$ cat src/rtl/core/spids_pkg.sv
// Shared types and constants for the speed PI drive scheduler.
package spids_pkg;

  localparam int unsigned DIV_BITS = 48;
  localparam int unsigned DIV_CNT_W = $clog2(DIV_BITS);

  localparam logic signed [63:0] DRIVE_SAT = 64'sd1 <<< 46;

  typedef enum logic [2:0] {
    REG_SET_SPEED      = 3'd0,
    REG_GAIN_P         = 3'd1,
    REG_GAIN_I         = 3'd2,
    REG_INTEGRAL_LIMIT = 3'd3,
    REG_SPEED_LOW      = 3'd4,
    REG_SPEED_HIGH     = 3'd5,
    REG_BLEND_ZONE     = 3'd6,
    REG_MID_DRIVE_CAP  = 3'd7
  } cfg_reg_t;

  typedef struct packed {
    logic [14:0]        set_speed;
    logic [15:0]        gain_p;
    logic [15:0]        gain_i;
    logic [30:0]        integral_limit;
    logic [14:0]        speed_low;
    logic [14:0]        speed_high;
    logic [14:0]        blend_zone;
    logic signed [15:0] mid_drive_cap;
  } cfg_t;

  typedef enum logic [4:0] {
    OP_NONE,
    OP_LOAD,
    OP_INTEG,
    OP_MUL_P,
    OP_MUL_I,
    OP_MUL_XL,
    OP_MUL_XH,
    OP_ACC_SET,
    OP_ACC_ADD,
    OP_ACC_ADD_HI,
    OP_SAT,
    OP_PREP_LO,
    OP_PREP_HI,
    OP_FORCE_LO,
    OP_FORCE_HI,
    OP_DIV_INIT,
    OP_DIV_STEP,
    OP_APPLY,
    OP_OUT_LOAD
  } dp_op_t;

  typedef struct packed {
    logic inh;
    logic lo_force;
    logic lo_blend;
    logic hi_force;
    logic hi_blend;
    logic div_last;
  } dp_status_t;

  typedef enum logic [4:0] {
    ST_IDLE,
    ST_INTEG,
    ST_MUL_P,
    ST_ACC_P,
    ST_MUL_I,
    ST_ACC_I,
    ST_SAT,
    ST_FORCE_LO,
    ST_PREP_LO,
    ST_MUL_XL,
    ST_ACC_XL,
    ST_MUL_XH,
    ST_ACC_XH,
    ST_DIV_INIT,
    ST_DIV,
    ST_APPLY,
    ST_FORCE_HI,
    ST_PREP_HI,
    ST_FINISH
  } ctrl_state_t;

endpackage

$ cat src/rtl/core/spids_cfg.sv
// Configuration register file for the speed PI drive scheduler.
module spids_cfg import spids_pkg::*; (
  input  logic        clk,
  input  logic        rst_n,
  input  logic        cfg_valid,
  output logic        cfg_ready,
  input  logic [2:0]  cfg_index,
  input  logic [31:0] cfg_data,
  output cfg_t        cfg
);

  cfg_t cfg_r;
  cfg_t cfg_nxt;

  assign cfg_ready = 1'b1;
  assign cfg     = cfg_r;

  always_comb begin
    cfg_nxt = cfg_r;
    if (cfg_valid) begin
      unique case (cfg_reg_t'(cfg_index))
        REG_SET_SPEED:      cfg_nxt.set_speed      = cfg_data[14:0];
        REG_GAIN_P:         cfg_nxt.gain_p         = cfg_data[15:0];
        REG_GAIN_I:         cfg_nxt.gain_i         = cfg_data[15:0];
        REG_INTEGRAL_LIMIT: cfg_nxt.integral_limit = cfg_data[30:0];
        REG_SPEED_LOW:      cfg_nxt.speed_low      = cfg_data[14:0];
        REG_SPEED_HIGH:     cfg_nxt.speed_high     = cfg_data[14:0];
        REG_BLEND_ZONE:     cfg_nxt.blend_zone     = cfg_data[14:0];
        REG_MID_DRIVE_CAP:  cfg_nxt.mid_drive_cap  = $signed(cfg_data[15:0]);
        default:            cfg_nxt = cfg_r;
      endcase
    end
  end

  always_ff @(posedge clk) begin
    if (!rst_n) begin
      cfg_r.set_speed      <= '0;
      cfg_r.gain_p         <= '0;
      cfg_r.gain_i         <= '0;
      cfg_r.integral_limit <= '0;
      cfg_r.speed_low      <= '0;
      cfg_r.speed_high     <= 15'h7FFF;
      cfg_r.blend_zone     <= '0;
      cfg_r.mid_drive_cap  <= 16'sh7FFF;
    end else begin
      cfg_r <= cfg_nxt;
    end
  end

endmodule

$ cat src/rtl/core/spids_dp.sv
// Datapath: integral, shared multiplier and accumulator, blend divider, output word.
module spids_dp import spids_pkg::*; #(
  parameter int unsigned LOW_SPEED_DRIVE  = 40,
  parameter int unsigned HIGH_SPEED_DRIVE = 20,
  parameter int unsigned PEDAL_FLOOR      = 0,
  parameter int unsigned PEDAL_CEIL       = 100
) (
  input  logic               clk,
  input  logic               rst_n,
  input  cfg_t               cfg,
  input  dp_op_t             op,
  input  logic signed [15:0] in_speed,
  input  logic               in_inhibit,
  output dp_status_t         status,
  output logic [7:0]         out_pedal_command,
  output logic               out_drive_valid,
  output logic               out_integral_frozen
);

  localparam logic signed [47:0] LOW_S  = 48'(LOW_SPEED_DRIVE) << 16;
  localparam logic signed [47:0] HIGH_S = 48'(HIGH_SPEED_DRIVE) << 16;
  localparam logic [31:0]        P_MIN  = 32'(PEDAL_FLOOR);
  localparam logic [31:0]        P_MAX  = 32'(PEDAL_CEIL);

  // registers
  logic signed [15:0]    v_r, v_nxt;
  logic                  inh_r, inh_nxt;
  logic signed [31:0]    integral_r, integral_nxt;
  logic signed [49:0]    prod_r, prod_nxt;
  logic signed [63:0]    acc_r, acc_nxt;
  logic signed [47:0]    d_r, d_nxt;
  logic signed [47:0]    base_r, base_nxt;
  logic signed [47:0]    x_r, x_nxt;
  logic [14:0]           t_r, t_nxt;
  logic [14:0]           rem_r, rem_nxt;
  logic [47:0]           dvd_r, dvd_nxt;
  logic                  neg_r, neg_nxt;
  logic [DIV_CNT_W-1:0]  cnt_r, cnt_nxt;
  logic [7:0]            pedal_r, pedal_nxt;
  logic                  dvalid_r, dvalid_nxt;
  logic                  frozen_r, frozen_nxt;

  // band edges and error
  logic signed [17:0] v_w, zone_w, lo_hi_w, lo_lo_w, hi_lo_w, hi_hi_w, err_w;
  logic               frozen_w, mid_w;
  logic signed [33:0] sum_w, lim_w;
  logic signed [16:0] mul_a_w;
  logic signed [32:0] mul_b_w;
  logic signed [63:0] prod64_w, mag_w;
  logic [15:0]        trial_w;
  logic               ge_w;
  logic signed [47:0] q_w, cap_w, dcap_w;
  logic [31:0]        pq_w;

  always_comb begin
    v_w      = {{2{v_r[15]}}, v_r};
    zone_w   = $signed({3'b000, cfg.blend_zone});
    lo_hi_w  = $signed({3'b000, cfg.speed_low});
    hi_lo_w  = $signed({3'b000, cfg.speed_high});
    lo_lo_w  = lo_hi_w - zone_w;
    hi_hi_w  = hi_lo_w + zone_w;
    err_w    = $signed({3'b000, cfg.set_speed}) - v_w;
    frozen_w = (v_w <= lo_lo_w) || (v_w >= hi_hi_w);
    mid_w    = (v_w > lo_hi_w) && (v_w < hi_lo_w);

    sum_w = {{2{integral_r[31]}}, integral_r} + {{16{err_w[17]}}, err_w};
    lim_w = $signed({3'b000, cfg.integral_limit});

    mul_a_w = '0;
    mul_b_w = '0;
    unique case (op)
      OP_MUL_P: begin
        mul_a_w = $signed({1'b0, cfg.gain_p});
        mul_b_w = {{15{err_w[17]}}, err_w};
      end
      OP_MUL_I: begin
        mul_a_w = $signed({1'b0, cfg.gain_i});
        mul_b_w = {integral_r[31], integral_r};
      end
      OP_MUL_XL: begin
        mul_a_w = $signed({2'b00, t_r});
        mul_b_w = $signed({9'h000, x_r[23:0]});
      end
      OP_MUL_XH: begin
        mul_a_w = $signed({2'b00, t_r});
        mul_b_w = {{9{x_r[47]}}, x_r[47:24]};
      end
      default: begin
        mul_a_w = '0;
        mul_b_w = '0;
      end
    endcase

    prod64_w = {{14{prod_r[49]}}, prod_r};
    mag_w    = acc_r[63] ? -acc_r : acc_r;
    trial_w  = {rem_r, dvd_r[47]};
    ge_w     = trial_w >= {1'b0, cfg.blend_zone};
    q_w      = neg_r ? -$signed(dvd_r) : $signed(dvd_r);

    cap_w  = {{16{cfg.mid_drive_cap[15]}}, cfg.mid_drive_cap, 16'h0000};
    dcap_w = (mid_w && (d_r > cap_w)) ? cap_w : d_r;
    pq_w   = dcap_w[47:16];
  end

  always_comb begin
    v_nxt        = v_r;
    inh_nxt      = inh_r;
    integral_nxt = integral_r;
    prod_nxt     = prod_r;
    acc_nxt      = acc_r;
    d_nxt        = d_r;
    base_nxt     = base_r;
    x_nxt        = x_r;
    t_nxt        = t_r;
    rem_nxt      = rem_r;
    dvd_nxt      = dvd_r;
    neg_nxt      = neg_r;
    cnt_nxt      = cnt_r;
    pedal_nxt    = pedal_r;
    dvalid_nxt   = dvalid_r;
    frozen_nxt   = frozen_r;

    unique case (op)
      OP_LOAD: begin
        v_nxt   = in_speed;
        inh_nxt = in_inhibit;
      end
      OP_INTEG: begin
        if (inh_r) begin
          integral_nxt = '0;
        end else if (!frozen_w) begin
          priority if (sum_w > lim_w) begin
            integral_nxt = lim_w[31:0];
          end else if (sum_w < -lim_w) begin
            integral_nxt = 32'(-lim_w);
          end else begin
            integral_nxt = sum_w[31:0];
          end
        end
      end
      OP_MUL_P, OP_MUL_I, OP_MUL_XL, OP_MUL_XH: begin
        prod_nxt = mul_a_w * mul_b_w;
      end
      OP_ACC_SET:    acc_nxt = prod64_w;
      OP_ACC_ADD:    acc_nxt = acc_r + prod64_w;
      OP_ACC_ADD_HI: acc_nxt = acc_r + $signed({prod64_w[39:0], 24'h000000});
      OP_SAT: begin
        priority if (acc_r > DRIVE_SAT) begin
          d_nxt = DRIVE_SAT[47:0];
        end else if (acc_r < -DRIVE_SAT) begin
          d_nxt = 48'(-DRIVE_SAT);
        end else begin
          d_nxt = acc_r[47:0];
        end
      end
      OP_PREP_LO: begin
        base_nxt = LOW_S;
        x_nxt    = d_r - LOW_S;
        t_nxt    = 15'(v_w - lo_lo_w);
      end
      OP_PREP_HI: begin
        base_nxt = d_r;
        x_nxt    = HIGH_S - d_r;
        t_nxt    = 15'(v_w - hi_lo_w);
      end
      OP_FORCE_LO: d_nxt = LOW_S;
      OP_FORCE_HI: d_nxt = HIGH_S;
      OP_DIV_INIT: begin
        // product magnitude stays below zone * 2^48, so the top part is a valid remainder
        neg_nxt = acc_r[63];
        rem_nxt = mag_w[62:48];
        dvd_nxt = mag_w[47:0];
        cnt_nxt = '0;
      end
      OP_DIV_STEP: begin
        rem_nxt = ge_w ? 15'(trial_w - {1'b0, cfg.blend_zone}) : trial_w[14:0];
        dvd_nxt = {dvd_r[46:0], ge_w};
        cnt_nxt = cnt_r + 1'b1;
      end
      OP_APPLY: d_nxt = base_r + q_w;
      OP_OUT_LOAD: begin
        if (inh_r) begin
          pedal_nxt  = '0;
          dvalid_nxt = 1'b0;
          frozen_nxt = 1'b0;
        end else begin
          dvalid_nxt = 1'b1;
          frozen_nxt = frozen_w;
          // a negative drive truncates to zero or less and so lands on the floor
          priority if (dcap_w < 0) begin
            pedal_nxt = P_MIN[7:0];
          end else if (pq_w < P_MIN) begin
            pedal_nxt = P_MIN[7:0];
          end else if (pq_w > P_MAX) begin
            pedal_nxt = P_MAX[7:0];
          end else begin
            pedal_nxt = pq_w[7:0];
          end
        end
      end
      default: begin
      end
    endcase
  end

  always_ff @(posedge clk) begin
    if (!rst_n) begin
      integral_r <= '0;
      cnt_r      <= '0;
    end else begin
      integral_r <= integral_nxt;
      cnt_r      <= cnt_nxt;
    end
  end

  always_ff @(posedge clk) begin
    v_r      <= v_nxt;
    inh_r    <= inh_nxt;
    prod_r   <= prod_nxt;
    acc_r    <= acc_nxt;
    d_r      <= d_nxt;
    base_r   <= base_nxt;
    x_r      <= x_nxt;
    t_r      <= t_nxt;
    rem_r    <= rem_nxt;
    dvd_r    <= dvd_nxt;
    neg_r    <= neg_nxt;
    pedal_r  <= pedal_nxt;
    dvalid_r <= dvalid_nxt;
    frozen_r <= frozen_nxt;
  end

  assign status.inh      = inh_r;
  assign status.lo_force = v_w <= lo_lo_w;
  assign status.lo_blend = (cfg.blend_zone != '0) && (v_w < lo_hi_w);
  assign status.hi_force = v_w >= hi_hi_w;
  assign status.hi_blend = (cfg.blend_zone != '0) && (v_w > hi_lo_w);
  assign status.div_last = cnt_r == DIV_CNT_W'(DIV_BITS - 1);

  assign out_pedal_command   = pedal_r;
  assign out_drive_valid     = dvalid_r;
  assign out_integral_frozen = frozen_r;

endmodule

$ cat src/rtl/core/spids_ctrl.sv
// Sequencer: steps the datapath through PI, low blend, high blend and output.
module spids_ctrl import spids_pkg::*; (
  input  logic       clk,
  input  logic       rst_n,
  input  logic       in_valid,
  output logic       in_stall,
  output logic       out_valid,
  input  logic       out_stall,
  input  dp_status_t status,
  output dp_op_t     op
);

  ctrl_state_t state_r, state_nxt;
  logic        phase_hi_r, phase_hi_nxt;
  logic        out_valid_r, out_valid_nxt;
  ctrl_state_t hi_next;

  assign out_valid = out_valid_r;

  always_comb begin
    priority if (status.hi_force) begin
      hi_next = ST_FORCE_HI;
    end else if (status.hi_blend) begin
      hi_next = ST_PREP_HI;
    end else begin
      hi_next = ST_FINISH;
    end
  end

  always_comb begin
    state_nxt     = state_r;
    phase_hi_nxt  = phase_hi_r;
    out_valid_nxt = out_valid_r && out_stall;
    op            = OP_NONE;
    in_stall      = 1'b1;

    unique case (state_r)
      ST_IDLE: begin
        in_stall = 1'b0;
        if (in_valid) begin
          op        = OP_LOAD;
          state_nxt = ST_INTEG;
        end
      end
      ST_INTEG: begin
        op        = OP_INTEG;
        state_nxt = status.inh ? ST_FINISH : ST_MUL_P;
      end
      ST_MUL_P: begin
        op        = OP_MUL_P;
        state_nxt = ST_ACC_P;
      end
      ST_ACC_P: begin
        op        = OP_ACC_SET;
        state_nxt = ST_MUL_I;
      end
      ST_MUL_I: begin
        op        = OP_MUL_I;
        state_nxt = ST_ACC_I;
      end
      ST_ACC_I: begin
        op        = OP_ACC_ADD;
        state_nxt = ST_SAT;
      end
      ST_SAT: begin
        op = OP_SAT;
        priority if (status.lo_force) begin
          state_nxt = ST_FORCE_LO;
        end else if (status.lo_blend) begin
          state_nxt = ST_PREP_LO;
        end else begin
          state_nxt = hi_next;
        end
      end
      ST_FORCE_LO: begin
        op        = OP_FORCE_LO;
        state_nxt = hi_next;
      end
      ST_PREP_LO: begin
        op           = OP_PREP_LO;
        phase_hi_nxt = 1'b0;
        state_nxt    = ST_MUL_XL;
      end
      ST_PREP_HI: begin
        op           = OP_PREP_HI;
        phase_hi_nxt = 1'b1;
        state_nxt    = ST_MUL_XL;
      end
      ST_MUL_XL: begin
        op        = OP_MUL_XL;
        state_nxt = ST_ACC_XL;
      end
      ST_ACC_XL: begin
        op        = OP_ACC_SET;
        state_nxt = ST_MUL_XH;
      end
      ST_MUL_XH: begin
        op        = OP_MUL_XH;
        state_nxt = ST_ACC_XH;
      end
      ST_ACC_XH: begin
        op        = OP_ACC_ADD_HI;
        state_nxt = ST_DIV_INIT;
      end
      ST_DIV_INIT: begin
        op        = OP_DIV_INIT;
        state_nxt = ST_DIV;
      end
      ST_DIV: begin
        op = OP_DIV_STEP;
        if (status.div_last) begin
          state_nxt = ST_APPLY;
        end
      end
      ST_APPLY: begin
        op        = OP_APPLY;
        state_nxt = phase_hi_r ? ST_FINISH : hi_next;
      end
      ST_FORCE_HI: begin
        op        = OP_FORCE_HI;
        state_nxt = ST_FINISH;
      end
      ST_FINISH: begin
        // hold until the output word slot is free
        if (!out_valid_r || !out_stall) begin
          op            = OP_OUT_LOAD;
          out_valid_nxt = 1'b1;
          state_nxt     = ST_IDLE;
        end
      end
      default: begin
        state_nxt = ST_IDLE;
      end
    endcase
  end

  always_ff @(posedge clk) begin
    if (!rst_n) begin
      state_r     <= ST_IDLE;
      phase_hi_r  <= 1'b0;
      out_valid_r <= 1'b0;
    end else begin
      state_r     <= state_nxt;
      phase_hi_r  <= phase_hi_nxt;
      out_valid_r <= out_valid_nxt;
    end
  end

endmodule

$ cat src/rtl/core/speed_pi_drive_scheduler_core.sv
// From input word to output word the sequencer runs the PI terms, then each blend zone
// in use or a forced low or high drive; an inhibited word clears the integral and goes to the output.
// Each blend runs a 48-step restoring divider. A new input word is taken only once the last
// result is loaded into the output word, and it is taken while that result waits.
// The PI terms and blend products share one 17x33 multiplier.
// Synchronous reset clears the integral, sequencer and output valid, loads config defaults.
module speed_pi_drive_scheduler_core import spids_pkg::*; #(
  parameter int unsigned LOW_SPEED_DRIVE  = 40,
  parameter int unsigned HIGH_SPEED_DRIVE = 20,
  parameter int unsigned PEDAL_FLOOR      = 0,
  parameter int unsigned PEDAL_CEIL       = 100
) (
  input  logic               clk,
  input  logic               rst_n,
  input  logic               in_valid,
  output logic               in_stall,
  input  logic signed [15:0] in_speed,
  input  logic               in_inhibit,
  output logic               out_valid,
  input  logic               out_stall,
  output logic [7:0]         out_pedal_command,
  output logic               out_drive_valid,
  output logic               out_integral_frozen,
  input  logic               cfg_valid,
  output logic               cfg_ready,
  input  logic [2:0]         cfg_index,
  input  logic [31:0]        cfg_data
);

  cfg_t       cfg;
  dp_op_t     op;
  dp_status_t status;

  spids_cfg u_cfg (
    .clk       (clk),
    .rst_n     (rst_n),
    .cfg_valid (cfg_valid),
    .cfg_ready (cfg_ready),
    .cfg_index (cfg_index),
    .cfg_data  (cfg_data),
    .cfg       (cfg)
  );

  spids_ctrl u_ctrl (
    .clk       (clk),
    .rst_n     (rst_n),
    .in_valid  (in_valid),
    .in_stall  (in_stall),
    .out_valid (out_valid),
    .out_stall (out_stall),
    .status    (status),
    .op        (op)
  );

  spids_dp #(
    .LOW_SPEED_DRIVE  (LOW_SPEED_DRIVE),
    .HIGH_SPEED_DRIVE (HIGH_SPEED_DRIVE),
    .PEDAL_FLOOR      (PEDAL_FLOOR),
    .PEDAL_CEIL       (PEDAL_CEIL)
  ) u_dp (
    .clk                 (clk),
    .rst_n               (rst_n),
    .cfg                 (cfg),
    .op                  (op),
    .in_speed            (in_speed),
    .in_inhibit          (in_inhibit),
    .status              (status),
    .out_pedal_command   (out_pedal_command),
    .out_drive_valid     (out_drive_valid),
    .out_integral_frozen (out_integral_frozen)
  );

endmodule
$ cat config.mk
export PLATFORM = sky130hd
export DESIGN_NAME = speed_pi_drive_scheduler_core
export DESIGN_NICKNAME = d
export VERILOG_FILES = /design/src/rtl/core/spids_pkg.sv /design/src/rtl/core/spids_cfg.sv /design/src/rtl/core/spids_dp.sv /design/src/rtl/core/spids_ctrl.sv /design/src/rtl/core/speed_pi_drive_scheduler_core.sv
export SDC_FILE = /design/constraint.sdc
export NUM_CORES = 2
export LEC_CHECK = 0
export BUFFER_PORTS_ARGS = -buffer_cell sky130_fd_sc_hd__buf_2
export CAP_MARGIN = 40
export CORE_AREA = 2 2 336 338
export DETAILED_ROUTE_END_ITERATION = 10
export DIE_AREA = 0 0 338 340
export PLACE_DENSITY = 0.79
export SLEW_MARGIN = 10
export SYNTH_ARGS = -nofsm -noshare
export SYNTH_HDL_FRONTEND = slang
export SYNTH_HIERARCHICAL = 1
export SYNTH_SLANG_ARGS = --single-unit
$ cat constraint.sdc
create_clock -name clk -period 10.93 [get_ports clk]
set_clock_uncertainty 0.2 [all_clocks]
set_input_delay 1.093 -clock clk [delete_from_list [all_inputs] [get_ports clk]]
set_output_delay 1.093 -clock clk [all_outputs]
set_load 0.03 [all_outputs]
==> PnR_summary.wiki <==
{| class="wikitable"
! Metric !! Value
|-
| Cell family contributing the most delay on the critical path || adder cells
|-
| Number of placed cells counting well taps || 8360
|-
| Average cell area after synthesis || 8.771 um^2
|-
| Skew-Pair Late Insertion Delay || 640 ps
|-
| Fin. Hold Viols || 0
|-
| Number of top-level pins || 70
|-
| Slowest CP cell || xnor2_1
|-
| Startpoint of the tightest hold check path || u_cfg/cfg[109]
|-
| Total Negative Setup Slacks || 0 ps
|-
| TritonCTS clock tree || built
|-
| Via Count || 52310
|-
| Number of CTS-inserted buffers || 67
|-
| Slew margin rel. || 37.40%
|-
| Unrepaired setup endpoints after global routing || false
|-
| Number of port buffers || 67
|-
| EDFF count, synth || 364
|-
| Number of non-filler instances in the completed layout || 8487
|-
| Worst r2r path cells || 36
|-
| Static Leak || 29.20 nW
|-
| Final net count || 8034
|-
| Post-Synthesis Net Count || 8030
|-
| Final core utilization || 58.79%
|-
| Commonest non-fill, non-tap cell in the layout || nand2_1
|-
| WL/cell || 22.55 um
|-
| Initial cell density of the core || 54.49%
|-
| Ys flop type || edfxtp_1
|-
| Number of sinks driven by the clock tree || 548
|-
| Largest cells by area after synthesis || edfxtp_1, fa_1, ha_1
|-
| Horizontal die dimension || 338 um
|-
| Iteration count of the initial detailed-routing pass || 8
|-
| Maximum number of pins on one net before global-route repair || 129
|-
| Worst Hold Class || reg2reg
|-
| Total congestion overflow after global routing || 0
|-
| Syn. warnings || 6
|-
| Number of antenna violations at the first check in global routing || 1
|-
| CP Launch Point || u_dp/v_r[1]
|-
| Drc violations || 0
|-
| Crit Path Max Fanout || 7
|-
| Kind of critical path || reg2reg
|-
| Critical path startpoint category || flip-flop
|-
| Signed area change from the synthesized netlist to the final layout || 7.896%
|-
| Overall die area || 114900 um^2
|-
| Arr. time, crit path || 10600 ps
|-
| Sum of buffers and inverters on the critical path || 6
|-
| Data required, critical path || 11100 ps
|-
| CTS H-tree depth || 3
|-
| Clock transition at the registers of the reported paths || 60 ps
|-
| Height of the die || 340 um
|-
| Total Power Consumption || 19.29 mW
|-
| Row Count || 123
|-
| Initial drt markers || 5683
|-
| Share of final-layout standard cells stronger than drive strength 1 || 5.897%
|-
| Count of hold buffers inserted by post-cts repair || 0
|-
| CP max stage delay || 570 ps
|-
| Clock Path Buffers || 3
|-
| Hold-critical path depth || 2
|-
| Post-synthesis instance area || 60800 um^2
|-
| Flip-flop and latch count after synthesis || 548
|-
| Count of distinct cell types in the synthesized netlist || 92
|-
| Clock period minus final worst setup slack || 10430 ps
|-
| Worst path depth || 36
|-
| Ratio of total power to cell area || 294.0 nW/um^2
|-
| First-pass GRT wire length || 294900 um
|-
| Overall routing resource usage || 33.25%
|-
| Share of the yosys chip area belonging to registers || 24.04%
|-
| Critical path endpoint category || flip-flop
|-
| Total inserted antenna cells || 0
|-
| Maximum VDD drop || 232.1 uV
|-
| DPL Wire Length || 150800 um
|-
| Commonest cells after routing, fill and taps aside || nand2_1, inv_1, ha_1
|-
| Core footprint || 111600 um^2
|-
| Proportion of register bits with asynchronous set or reset after synthesis || 0%
|-
| Number of nets with antenna violations after detailed routing || 0
|-
| Count of endpoints failing setup in the final report || 0
|-
| Result of the run || completed
|-
| Register area || 14620 um^2
|-
| Share of the cycle needed by the critical path after routing || 95.43%
|-
| Achievable clock frequency || 0.09587 GHz
|-
| Syn Inst Count || 6932
|-
| Leading area contributor after synthesis || edfxtp_1
|-
| Area occupied by multi-input gates || 42130 um^2
|-
| FF-to-FF Start || u_dp/v_r[1]
|-
| Critical path's most frequent cell || fa_1
|-
| Post-synth top area share || 17.98%
|-
| DR vias/cell || 6.163
|-
| Cell chosen for the clock root || clkbuf_16
|-
| # fillers || 9572
|-
| Total count of max-transition violations in the final report || 0
|-
| Wire length after detailed routing || 191400 um
|-
| Vias in the first global route || 50930
|-
| Max_cap viols || 0
|-
| Least-Margin Pin Slew || 936.8 ps
|-
| Gp weighted congestion || 1.020
|-
| Tightest hold margin || 256.4 ps
|}
## final cells by class
class	instances	area share, %
clock buffers	85	2.802
flip-flops and latches	548	22.28
repair buffers	226	2.548
clock inverters	35	0.6027
inverters	819	4.686
multi-input cells	5274	64.22
well taps	1500	2.861
## registers in the layout (all words and copies together) (netlist names), 5 cells and up
register                cells
u_dp/rem_r                 15
u_dp/base_r                48
u_dp/cnt_r                  6
u_dp/v_r                   16
u_dp/x_r                   48
u_dp/d_r                   48
u_dp/acc_r                 64
u_dp/out_pedal_command      8
u_ctrl/state_r              5
u_dp/dvd_r                 48
u_cfg/cfg                 139
u_dp/prod_r                50
u_dp/integral_r            32
u_dp/t_r                   15
## worst min-delay path: cells and delay by family (launching register included)
| family | cells | cell delay, ps |
|---|---|---|
| AND/OR/NAND/NOR | 1 | 50 |
| flip-flops | 1 | 310 |
| multiplexers | 1 | 50 |
## report_power, final
group          switching [mW]  internal [mW]  total, mW
Combinational            8.04           4.65       12.7
Clock                   0.974           1.36       2.34
Sequential               1.03           3.22       4.26
Total                    10.0           9.24       19.3
## cells by family after synthesis
kind of cell               Yosys count  share of synthesized area [%]
and+or+nand+nor                   2104                          16.12
AOI/OAI and AO/OA                 1507                          15.93
buffers and inverters             1110                          6.983
adders and majority gates         1041                          27.62
DFF                                548                          24.04
xor gates and xnor gates           442                          6.367
muxes                              178                          2.937
other                                2                        0.01235
## synthesized netlist by cell type (all sizes together), types with 31 or more instances
cell type / n
a211oi: 34
a21o: 180
a21oi: 393
a22oi: 36
a31oi: 40
and2: 67
buf: 52
clkbuf: 239
dfxtp: 184
edfxtp: 364
fa: 502
ha: 539
inv: 819
mux2i: 175
nand2: 860
nand2b: 72
nand3: 103
nand4: 87
nor2: 489
nor2b: 115
nor3: 83
nor4: 41
o21a: 34
o21ai: 386
o21bai: 45
o31ai: 56
or3: 41
or4: 31
xnor2: 272
xor2: 170
## per-stage QoR
stage               cell area, um^2  setup slack, ps
global placement              63090            525.7
CTS                           65500            467.0
global route                  65600            15.20
floorplan                     60800            848.3
finish                        65600            499.7
detailed placement            63270            409.0
## what timing repair did
item	CTS	global route
setup buffers	0	3
resized for setup	0	9
setup endpoints to repair	0	7
endpoints found under the hold margin	0	0
## routing by layer
layer  global-route usage, %  vias to the layer above  routed length, um
met5                       0                        -                  0
met3                   6.603                      544              19790
met2                   50.24                     2763              82490
li1                        -                    23870                  -
met1                   44.02                    25130              75110
met4                   20.24                        0              13960
## path summary, 6_finish.rpt
| kind | endpoint | slack (ps) |
|---|---|---|
| worst max-delay path | u_dp/prod_r[48] | 500 |
| worst min-delay path | u_cfg/cfg[109] | 260 |
| worst max register to register | u_dp/prod_r[48] | 500 |
| worst min register to register | u_cfg/cfg[109] | 260 |
No activity file was read; power rests on OpenSTA's default activity.
